### config.mk
export PLATFORM = sky130hd
export DESIGN_NAME = string_hash_bucket_core_flat
export DESIGN_NICKNAME = d
export VERILOG_FILES = /design/src/sv/shb_pkg.sv /design/src/sv/shb_if.sv /design/src/sv/shb_ctrl.sv /design/src/sv/shb_dpath.sv /design/src/sv/string_hash_bucket_core.sv /design/src/flat_wrapper.sv
export VERILOG_INCLUDE_DIRS = /design/src /design/src/sv
export SDC_FILE = /design/constraint.sdc
export NUM_CORES = 1
export LEC_CHECK = 0
export ABC_AREA = 1
export BUFFER_PORTS_ARGS = -buffer_cell sky130_fd_sc_hd__clkbuf_2
export CAP_MARGIN = 10
export CORE_ASPECT_RATIO = 0.7
export CORE_UTILIZATION = 50
export CTS_BUF_LIST = sky130_fd_sc_hd__clkbuf_4 sky130_fd_sc_hd__clkbuf_8 sky130_fd_sc_hd__clkbuf_16
export DETAILED_ROUTE_END_ITERATION = 8
export PLACE_DENSITY_LB_ADDON = 0.15
export SKIP_LAST_GASP = 1
export SLEW_MARGIN = 10
export SYNTH_ARGS = -nofsm -noshare
export SYNTH_HDL_FRONTEND = slang
export SYNTH_SLANG_ARGS = --single-unit
export TNS_END_PERCENT = 1
### constraint.sdc
create_clock -name clk -period 5.3 [get_ports clk]
set_clock_uncertainty 0.15 [all_clocks]
set_input_delay 0.795 -clock clk [delete_from_list [all_inputs] [get_ports clk]]
set_output_delay 0.795 -clock clk [all_outputs]
set_load 0.01 [all_outputs]
### src/sv/assert_macros.svh
// ----------------------------------------------------------------------------
// assert_macros.svh
// Shared concurrent assertion macros, clocked on clk, idle under arst_n.
// ----------------------------------------------------------------------------
`ifndef ASSERT_MACROS_SVH
`define ASSERT_MACROS_SVH

// Expression must hold at every clock edge outside reset.
`define SHB_ASSERT_ALWAYS(label, expr, msg) \
	label: assert property (@(posedge clk) disable iff (!arst_n) (expr)) \
		else $error(msg);

// When pre holds, post must hold in the next cycle.
`define SHB_ASSERT_NEXT(label, pre, post, msg) \
	label: assert property (@(posedge clk) disable iff (!arst_n) (pre) |=> (post)) \
		else $error(msg);

`endif

### src/sv/shb_pkg.sv
`timescale 1ns / 1ps
// ----------------------------------------------------------------------------
// shb_pkg
// Shared types and constants of the string hash bucket block.
// ----------------------------------------------------------------------------
package shb_pkg;

	localparam int unsigned HASH_W   = 32;
	localparam int unsigned BUCKET_W = 16;
	localparam int unsigned CHAR_W   = 8;
	localparam int unsigned MODE_W   = 3;

	// hash modes
	localparam logic [MODE_W-1:0] MODE_ZERO  = 3'd0;
	localparam logic [MODE_W-1:0] MODE_FIRST = 3'd1;
	localparam logic [MODE_W-1:0] MODE_SUM   = 3'd2;
	localparam logic [MODE_W-1:0] MODE_XOR   = 3'd3;
	localparam logic [MODE_W-1:0] MODE_ROTL  = 3'd4;
	localparam logic [MODE_W-1:0] MODE_ROTR  = 3'd5;
	localparam logic [MODE_W-1:0] MODE_CRC32 = 3'd6;

	// configuration register indexes
	localparam logic [0:0] CFG_IDX_MODE    = 1'b0;
	localparam logic [0:0] CFG_IDX_BUCKETS = 1'b1;

	localparam logic [MODE_W-1:0]   MODE_RESET    = MODE_CRC32;
	localparam logic [BUCKET_W-1:0] BUCKETS_RESET = 16'd1024;

	localparam logic [HASH_W-1:0] ALL_ONES = 32'hFFFF_FFFF;
	localparam logic [HASH_W-1:0] CRC_POLY = 32'hEDB8_8320;

	// one remainder step per hash bit
	localparam int unsigned DIV_STEPS = HASH_W;
	localparam int unsigned DIV_CNT_W = $clog2(DIV_STEPS);

	typedef enum logic [2:0] {
		ST_IDLE = 3'b001,
		ST_DIV  = 3'b010,
		ST_HOLD = 3'b100
	} shb_state_t;

	typedef struct packed {
		logic fold;    // non-terminating byte accepted
		logic start;   // terminator accepted: latch hash, load divider
		logic step;    // one remainder step
		logic commit;  // load result register
	} shb_cmd_t;

	typedef struct packed {
		logic is_term; // byte on the input is the terminator
	} shb_sts_t;

endpackage

### src/sv/shb_if.sv
`timescale 1ns / 1ps
// ----------------------------------------------------------------------------
// shb_char_if / shb_result_if
// Valid/ready channels for input bytes and hash results.
// ----------------------------------------------------------------------------
interface shb_char_if;
	logic                              valid;
	logic                              ready;
	logic [shb_pkg::CHAR_W-1:0]        char_byte;

	modport source (output valid, output char_byte, input ready);
	modport sink   (input valid, input char_byte, output ready);
endinterface

interface shb_result_if;
	logic                              valid;
	logic                              ready;
	logic [shb_pkg::HASH_W-1:0]        hash_value;
	logic [shb_pkg::BUCKET_W-1:0]      bucket_index;

	modport source (output valid, output hash_value, output bucket_index, input ready);
	modport sink   (input valid, input hash_value, input bucket_index, output ready);
endinterface

### src/sv/shb_ctrl.sv
`timescale 1ns / 1ps
// ----------------------------------------------------------------------------
// shb_ctrl
// Sequencer: byte intake, remainder step count, result hand-off.
// ----------------------------------------------------------------------------
`include "assert_macros.svh"

module shb_ctrl (
	input  logic               clk,
	input  logic               arst_n,
	input  logic               in_valid,
	output logic               in_ready,
	output logic               out_valid,
	input  logic               out_ready,
	input  shb_pkg::shb_sts_t  sts,
	output shb_pkg::shb_cmd_t  cmd
);

	localparam logic [shb_pkg::DIV_CNT_W-1:0] CNT_LAST =
		shb_pkg::DIV_CNT_W'(shb_pkg::DIV_STEPS - 1);

	shb_pkg::shb_state_t               state_q;
	logic [shb_pkg::DIV_CNT_W-1:0]     cnt_q;
	logic                              out_valid_q;
	logic                              take;
	logic                              slot_free;

	assign in_ready  = (state_q == shb_pkg::ST_IDLE);
	assign take      = in_valid && in_ready;
	assign slot_free = !out_valid_q || out_ready;
	assign out_valid = out_valid_q;

	always_comb begin
		cmd        = '0;
		cmd.fold   = take && !sts.is_term;
		cmd.start  = take && sts.is_term;
		cmd.step   = (state_q == shb_pkg::ST_DIV);
		cmd.commit = (state_q == shb_pkg::ST_HOLD) && slot_free;
	end

	always_ff @(posedge clk or negedge arst_n) begin
		if (!arst_n) begin
			state_q     <= shb_pkg::ST_IDLE;
			cnt_q       <= '0;
			out_valid_q <= 1'b0;
		end else begin
			unique case (state_q)
				shb_pkg::ST_IDLE: begin
					if (cmd.start) begin
						state_q <= shb_pkg::ST_DIV;
						cnt_q   <= '0;
					end
				end
				shb_pkg::ST_DIV: begin
					cnt_q <= cnt_q + shb_pkg::DIV_CNT_W'(1);
					if (cnt_q == CNT_LAST)
						state_q <= shb_pkg::ST_HOLD;
				end
				shb_pkg::ST_HOLD: begin
					if (cmd.commit)
						state_q <= shb_pkg::ST_IDLE;
				end
				default: state_q <= shb_pkg::ST_IDLE;
			endcase
			if (cmd.commit)
				out_valid_q <= 1'b1;
			else if (out_ready)
				out_valid_q <= 1'b0;
		end
	end

	`SHB_ASSERT_ALWAYS(a_commit_slot_free, !cmd.commit || !out_valid_q || out_ready, "result overwritten before taken")
	`SHB_ASSERT_NEXT(a_start_enters_div, cmd.start, state_q == shb_pkg::ST_DIV && cnt_q == '0, "terminator did not start division")
	`SHB_ASSERT_NEXT(a_div_ends, state_q == shb_pkg::ST_DIV && cnt_q == CNT_LAST, state_q == shb_pkg::ST_HOLD, "division overran its step count")
	`SHB_ASSERT_ALWAYS(a_no_intake_busy, !(in_ready && (cnt_q != '0) && state_q != shb_pkg::ST_IDLE), "byte taken while busy")

endmodule

### src/sv/shb_dpath.sv
`timescale 1ns / 1ps
// ----------------------------------------------------------------------------
// shb_dpath
// Config registers, running hash, serial remainder unit, result register.
// ----------------------------------------------------------------------------
module shb_dpath (
	input  logic                             clk,
	input  logic                             arst_n,
	input  logic                             cfg_we,
	input  logic [0:0]                       cfg_index,
	input  logic [shb_pkg::BUCKET_W-1:0]     cfg_data,
	input  logic [shb_pkg::CHAR_W-1:0]       char_byte,
	input  shb_pkg::shb_cmd_t                cmd,
	output shb_pkg::shb_sts_t                sts,
	output logic [shb_pkg::HASH_W-1:0]       hash_value,
	output logic [shb_pkg::BUCKET_W-1:0]     bucket_index
);

	function automatic logic [shb_pkg::HASH_W-1:0] init_for(
		input logic [shb_pkg::MODE_W-1:0] mode);
		return (mode == shb_pkg::MODE_CRC32) ? shb_pkg::ALL_ONES : '0;
	endfunction

	function automatic logic [shb_pkg::HASH_W-1:0] fold_byte(
		input logic [shb_pkg::MODE_W-1:0] mode,
		input logic [shb_pkg::HASH_W-1:0] h,
		input logic [shb_pkg::CHAR_W-1:0] b,
		input logic                       first);
		logic [shb_pkg::HASH_W-1:0] bx;
		logic [shb_pkg::HASH_W-1:0] c;
		logic [shb_pkg::HASH_W-1:0] r;
		bx = {{(shb_pkg::HASH_W - shb_pkg::CHAR_W){1'b0}}, b};
		c  = h ^ bx;
		for (int k = 0; k < 8; k++)
			c = c[0] ? ((c >> 1) ^ shb_pkg::CRC_POLY) : (c >> 1);
		unique case (mode)
			shb_pkg::MODE_FIRST: r = first ? bx : h;
			shb_pkg::MODE_SUM:   r = h + bx;
			shb_pkg::MODE_XOR:   r = h ^ bx;
			shb_pkg::MODE_ROTL:  r = {h[shb_pkg::HASH_W-2:0], h[shb_pkg::HASH_W-1]} ^ bx;
			shb_pkg::MODE_ROTR:  r = {h[0], h[shb_pkg::HASH_W-1:1]} ^ bx;
			shb_pkg::MODE_CRC32: r = c;
			default:             r = '0;
		endcase
		return r;
	endfunction

	logic [shb_pkg::MODE_W-1:0]      mode_q;
	logic [shb_pkg::BUCKET_W-1:0]    buckets_q;
	logic [shb_pkg::HASH_W-1:0]      run_q;
	logic                            at_start_q;

	logic [shb_pkg::HASH_W-1:0]      hash_q;     // finished hash
	logic [shb_pkg::HASH_W-1:0]      dvd_q;      // dividend, shifted out msb first
	logic [shb_pkg::BUCKET_W-1:0]    dsr_q;
	logic [shb_pkg::BUCKET_W-1:0]    rem_q;
	logic [shb_pkg::HASH_W-1:0]      hash_out_q;
	logic [shb_pkg::BUCKET_W-1:0]    bucket_out_q;

	logic [shb_pkg::HASH_W-1:0]      base;
	logic [shb_pkg::HASH_W-1:0]      final_hash;
	logic [shb_pkg::BUCKET_W:0]      trial;
	logic [shb_pkg::BUCKET_W:0]      diff;

	assign sts.is_term = (char_byte == '0);

	assign base = at_start_q ? init_for(mode_q) : run_q;

	always_comb begin
		if (at_start_q)
			final_hash = '0;
		else if (mode_q == shb_pkg::MODE_CRC32)
			final_hash = ~run_q;
		else
			final_hash = run_q;
	end

	assign trial = {rem_q, dvd_q[shb_pkg::HASH_W-1]};
	assign diff  = trial - {1'b0, dsr_q};

	always_ff @(posedge clk or negedge arst_n) begin
		if (!arst_n) begin
			mode_q     <= shb_pkg::MODE_RESET;
			buckets_q  <= shb_pkg::BUCKETS_RESET;
			run_q      <= shb_pkg::ALL_ONES;
			at_start_q <= 1'b1;
		end else begin
			if (cfg_we) begin
				unique case (cfg_index)
					shb_pkg::CFG_IDX_MODE:    mode_q    <= cfg_data[shb_pkg::MODE_W-1:0];
					shb_pkg::CFG_IDX_BUCKETS: buckets_q <= cfg_data;
					default:                  mode_q    <= mode_q;
				endcase
			end
			if (cmd.fold) begin
				run_q      <= fold_byte(mode_q, base, char_byte, at_start_q);
				at_start_q <= 1'b0;
			end else if (cmd.start) begin
				run_q      <= init_for(mode_q);
				at_start_q <= 1'b1;
			end
		end
	end

	// restoring remainder, one dividend bit a cycle
	always_ff @(posedge clk) begin
		if (cmd.start) begin
			hash_q <= final_hash;
			dvd_q  <= final_hash;
			dsr_q  <= buckets_q;
			rem_q  <= '0;
		end else if (cmd.step) begin
			dvd_q <= dvd_q << 1;
			if (trial >= {1'b0, dsr_q})
				rem_q <= diff[shb_pkg::BUCKET_W-1:0];
			else
				rem_q <= trial[shb_pkg::BUCKET_W-1:0];
		end
		if (cmd.commit) begin
			hash_out_q   <= hash_q;
			bucket_out_q <= (dsr_q == '0) ? '0 : rem_q;
		end
	end

	assign hash_value   = hash_out_q;
	assign bucket_index = bucket_out_q;

endmodule

### src/sv/string_hash_bucket_core.sv
`timescale 1ns / 1ps
// ----------------------------------------------------------------------------
// string_hash_bucket_core
// Multi-mode 32-bit word hash with bucket index (hash mod bucket count).
// ----------------------------------------------------------------------------
// Usage:
//  - char_ch carries one byte per request; a zero byte ends the word.
//  - result_ch carries hash_value and bucket_index, one request per word.
//  - Config: cfg_we/cfg_index/cfg_data; index 0 hash mode, 1 bucket count.
//    Write only while the block is idle.
// Timing:
//  - Non-zero bytes: one per cycle while idle, folded into the running hash at once.
//  - Terminator: bit-serial remainder (one dividend bit a cycle), then a
//    hand-off state that loads the result register when it is free; result
//    valid the cycle after the load. char_ch.ready is low throughout.
//  - Result sits in an output register; the next word's bytes are taken
//    while it waits. A stalled receiver holds the next terminator in the
//    hand-off state until the register frees.
// Reset: mode CRC-32, 1024 buckets, running hash all ones, no result held.
// ----------------------------------------------------------------------------
module string_hash_bucket_core (
	input  logic                          clk,
	input  logic                          arst_n,
	input  logic                          cfg_we,
	input  logic [0:0]                    cfg_index,
	input  logic [shb_pkg::BUCKET_W-1:0]  cfg_data,
	shb_char_if.sink                      char_ch,
	shb_result_if.source                  result_ch
);

	shb_pkg::shb_cmd_t cmd;   // controller -> datapath
	shb_pkg::shb_sts_t sts;   // datapath -> controller

	// sequencer: decides when a request is taken and when the result loads
	shb_ctrl u_ctrl (
		.clk       (clk),
		.arst_n    (arst_n),
		.in_valid  (char_ch.valid),
		.in_ready  (char_ch.ready),
		.out_valid (result_ch.valid),
		.out_ready (result_ch.ready),
		.sts       (sts),
		.cmd       (cmd)
	);

	// hash fold, remainder unit and result register
	shb_dpath u_dpath (
		.clk          (clk),
		.arst_n       (arst_n),
		.cfg_we       (cfg_we),
		.cfg_index    (cfg_index),
		.cfg_data     (cfg_data),
		.char_byte    (char_ch.char_byte),
		.cmd          (cmd),
		.sts          (sts),
		.hash_value   (result_ch.hash_value),
		.bucket_index (result_ch.bucket_index)
	);

endmodule

### src/flat_wrapper.sv
// flat-port wrapper written by rule: the top's interface ports become plain ports
module string_hash_bucket_core_flat 
  (clk, arst_n, cfg_we, cfg_index, cfg_data, char_ch_valid, char_ch_char_byte, char_ch_ready, result_ch_valid, result_ch_hash_value, result_ch_bucket_index, result_ch_ready);
  shb_char_if char_ch_i ();
  shb_result_if result_ch_i ();
  input  logic clk;
  input  logic arst_n;
  input  logic cfg_we;
  input  logic [0:0] cfg_index;
  input  logic [shb_pkg::BUCKET_W-1:0] cfg_data;
  input wire logic [$bits(char_ch_i.valid)-1:0] char_ch_valid;
  input wire logic [$bits(char_ch_i.char_byte)-1:0] char_ch_char_byte;
  output wire logic [$bits(char_ch_i.ready)-1:0] char_ch_ready;
  output wire logic [$bits(result_ch_i.valid)-1:0] result_ch_valid;
  output wire logic [$bits(result_ch_i.hash_value)-1:0] result_ch_hash_value;
  output wire logic [$bits(result_ch_i.bucket_index)-1:0] result_ch_bucket_index;
  input wire logic [$bits(result_ch_i.ready)-1:0] result_ch_ready;
  assign char_ch_i.valid = char_ch_valid;
  assign char_ch_i.char_byte = char_ch_char_byte;
  assign char_ch_ready = char_ch_i.ready;
  assign result_ch_valid = result_ch_i.valid;
  assign result_ch_hash_value = result_ch_i.hash_value;
  assign result_ch_bucket_index = result_ch_i.bucket_index;
  assign result_ch_i.ready = result_ch_ready;
  string_hash_bucket_core u_core (.clk(clk), .arst_n(arst_n), .cfg_we(cfg_we), .cfg_index(cfg_index), .cfg_data(cfg_data), .char_ch(char_ch_i), .result_ch(result_ch_i));
endmodule
==> results.py <==
metrics = {
    "global_route": {
        "antenna_found_initial": 1,
        "grt_max_degree": 81,
        "grt_use_total_pct": 31.51,
        "grt_pass1_wl_mm": 61.37,
        "grt_pass1_vias": 10161,
        "overflow": 0,
    },
    "worst_setup_path": {
        "reg2reg_setup_slack_ns": 1.46,
        "critical_path_class": "reg2reg",
        "path_delay_family": "simple AND/OR/NAND/NOR gates",
        "r2r-end": "u_core.u_dpath.run_q[26]",
        "reg2reg_from": "u_core.u_dpath.at_start_q",
        "crit_top_cell": "nand2_1",
        "r2r_cells": 14,
        "cp_slowest_cell": "dfstp_2",
        "critPathMaxFanout": 26,
        "critPathCaptureType": "register",
        "crit_path_start_kind": "register",
        "worst-path-buf-inv": 1,
        "worstPathArrival_ns": 4.13,
        "worstPathRequired_ns": 5.58,
        "cpPeakStageDelay_ns": 0.68,
        "path_cells": "nand2_4, nand2_1, inv_1, ha_1, nand2_1, o21ai_1, a21oi_1, nor2_2, nand3_1, nand2_1, nand3_1, nand2_1, nand2_1, a21oi_1",
    },
    "cts": {
        "root_buffer": "clkbuf_16",
        "post_cts_buffers": 0,
        "cts_tree": "yes",
        "clock_latency_ns": 0.50,
        "cts_max_level": 1,
        "cts-resized-gates": 0,
        "cts.sinks": 205,
        "clockBufferDepth": 3,
        "path_clk_slew_ns": 0.07,
        "cts_buffers": 20,
        "ctsHoldBuffers": 0,
    },
    "sta": {
        "finalCritPeriodShare_pct": 72.49,
        "clock.fmax_mhz": 260.3,
        "finalHoldViolations": 0,
        "slew_headroom_pct": 19.93,
        "rsz0062_at_grt": "no",
        "worst_slack_ns": 1.458,
        "min_period_ns": 3.842,
        "worst_pin_slew_ns": 1.198,
        "setup_viol": 0,
        "whs_ns": 0.2629,
        "slew_viol_final": 0,
        "fin_tns_setup_ns": 0,
    },
    "drt": {
        "first_pass_iters": 6,
        "drt_iter0_markers": 1424,
        "drc": 0,
        "viasPerCell": 5.800,
        "wl_mm": 40.39,
        "vias": 11484,
        "wl_per_cell_um": 20.40,
        "ant_nets": 0,
    },
    "cells_and_area": {
        "final_cell_mix": "nand2_1, inv_1, edfxtp_1",
        "antenna_cells": 0,
        "syn2layout_area_growth_pct": 10.22,
        "stdcell_count": 1980,
        "postLayoutCellArea_mm2": 0.01385,
        "drive_gt1_share_pct": 13.23,
        "fin_nets": 1702,
        "final_common_cell": "nand2_1",
    },
    "logic_synthesis": {
        "synth_area_leaders": "edfxtp_1, nand2_1, dfstp_2",
        "synth-compound-area-share_pct": 14.46,
        "synth_top_family_by_area": "simple AND/OR/NAND/NOR gates",
        "netlist_instances": 1593,
        "synth_nets": 1654,
        "syn-mean-instance-area_um2": 7.889,
        "synth-simple-area-share_pct": 24.98,
        "synth-adder-area-share_pct": 3.206,
        "synth_top_area_share_pct": 30.59,
        "synth_edf_count": 128,
        "ys_seq_elements": 205,
        "ys.flop_type": "edfxtp_1",
        "muxShareOfSynthArea_pct": 1.165,
        "ys_seq_area_share_pct": 45.65,
        "yosys.area.top_type": "edfxtp_1",
        "synth-xor-area-share_pct": 2.718,
        "synth_cell_types": 56,
        "async_flop_share_pct": 29.76,
        "synth-warning-count": 0,
        "syn_area_mm2": 0.01257,
    },
    "placement": {
        "dpl_cell_area_mm2": 0.01316,
        "place.gp.congestion": 1.016,
        "dp_cells": 1944,
        "port_buffers": 79,
        "hpwl_mm": 30.06,
        "place_ws_ns": 1.578,
    },
    "die": {
        "initial_core_util_pct": 50.91,
        "dieArea_mm2": 0.02578,
        "ios": 80,
        "row_count": 48,
        "die_h_um": 134.6,
        "die_w_um": 191.5,
        "core_area_mm2": 0.02468,
    },
    "power_and_ir_drop": {
        "ir_drop_uv": 329.3,
        "leakage_nw": 6.245,
        "power_density_mw_per_mm2": 413.7,
    },
    "worst_hold_path": {
        "min_to": "u_core.u_dpath.hash_value[3]",
        "hold_class": "reg2reg",
        "min_path_cells": 0,
        "hp-start": "u_core.u_dpath.hash_q[3]",
    },
    "job": {
        "maxCapViolCount": 0,
    },
    "outcome": {
        "status": "completed",
    },
}
[synth_stat cells, types with 7 or more instances]
master	count
dfxtp_1	16
o21ai_1	16
edfxtp_1	128
clkbuf_1	30
xor2_1	25
o21ai_0	105
mux2_2	13
nand4_1	22
nand3_1	109
dfrtp_1	24
nand2_2	11
buf_6	7
a21oi_1	126
inv_1	166
xnor2_1	14
nand2_1	462
o221ai_1	9
nor2_1	116
dfstp_2	37
buf_2	19
o22ai_1	29
ha_1	29
[through the flow]
| stage | util [%] | total power [mW] |
|---|---|---|
| CTS | 56.12 | 5.674 |
| detailed placement | 53.30 | 4.176 |
| global route | 56.12 | 6.048 |
| global placement | 53.30 | 4.183 |
| floorplan | - | 3.527 |
| finish | 56.12 | 5.730 |
[worst max path at each step]
stage	from	to	cells after the start
2_1_floorplan	char_ch_char_byte[6]	u_core.u_dpath.dsr_q[0]	6
6_report	u_core.u_dpath.at_start_q	u_core.u_dpath.run_q[26]	14
4_1_cts	u_core.u_dpath.at_start_q	u_core.u_dpath.run_q[22]	14
3_3_place_gp	u_core.u_dpath.at_start_q	u_core.u_dpath.run_q[18]	15
5_1_grt	u_core.u_dpath.at_start_q	u_core.u_dpath.run_q[22]	14
3_5_place_dp	u_core.u_dpath.at_start_q	u_core.u_dpath.run_q[22]	14
[sequential cells by signal, summed over array words and instances (netlist names)]
register,flops
u_core.u_dpath.hash_q,32
u_core.u_dpath.run_q,32
u_core.u_dpath.at_start_q,1
u_core.u_ctrl.cnt_q,5
u_core.u_dpath.rem_q,16
u_core.u_dpath.dsr_q,16
u_core.u_ctrl.out_valid,1
u_core.u_dpath.hash_value,32
u_core.u_ctrl.state_q,3
u_core.u_dpath.buckets_q,16
u_core.u_dpath.mode_q,3
u_core.u_dpath.dvd_q,32
u_core.u_dpath.bucket_index,16
[area by class of cell]
class                      count  area [um^2]
fill                        2326        10830
clock inverter                11        102.6
timing repair buffer          92        493.0
tap                          325        406.6
sequential                   205         5737
clock buffer                  25        591.8
inverter                     171        646.9
multi-input combinational   1151         5874
[logic make-up after synthesis]
family                     after synthesis
DFF                                    205
AOI/OAI and AO/OA                      322
muxes                                   13
xor gates and xnor gates                39
and+or+nand+nor                        746
adders and majority gates               31
buffers and inverters                  237
[metal layers]
layer,up-vias,wire (um),global-route usage [%]
li1,5433,-,-
met1,5392,19610,51.50
met2,600,14950,39.01
met3,59,5125,10.65
met4,0,701,5.159
met5,-,0,0
[where the power goes]
group,leakage (nW),internal (mW),switching [mW]
logic,3.93,0.616,1.64
registers,1.97,1.89,0.106
clock network,0.345,0.854,0.628
total,6.24,3.36,2.37
(Power assumes the default switching activity.)
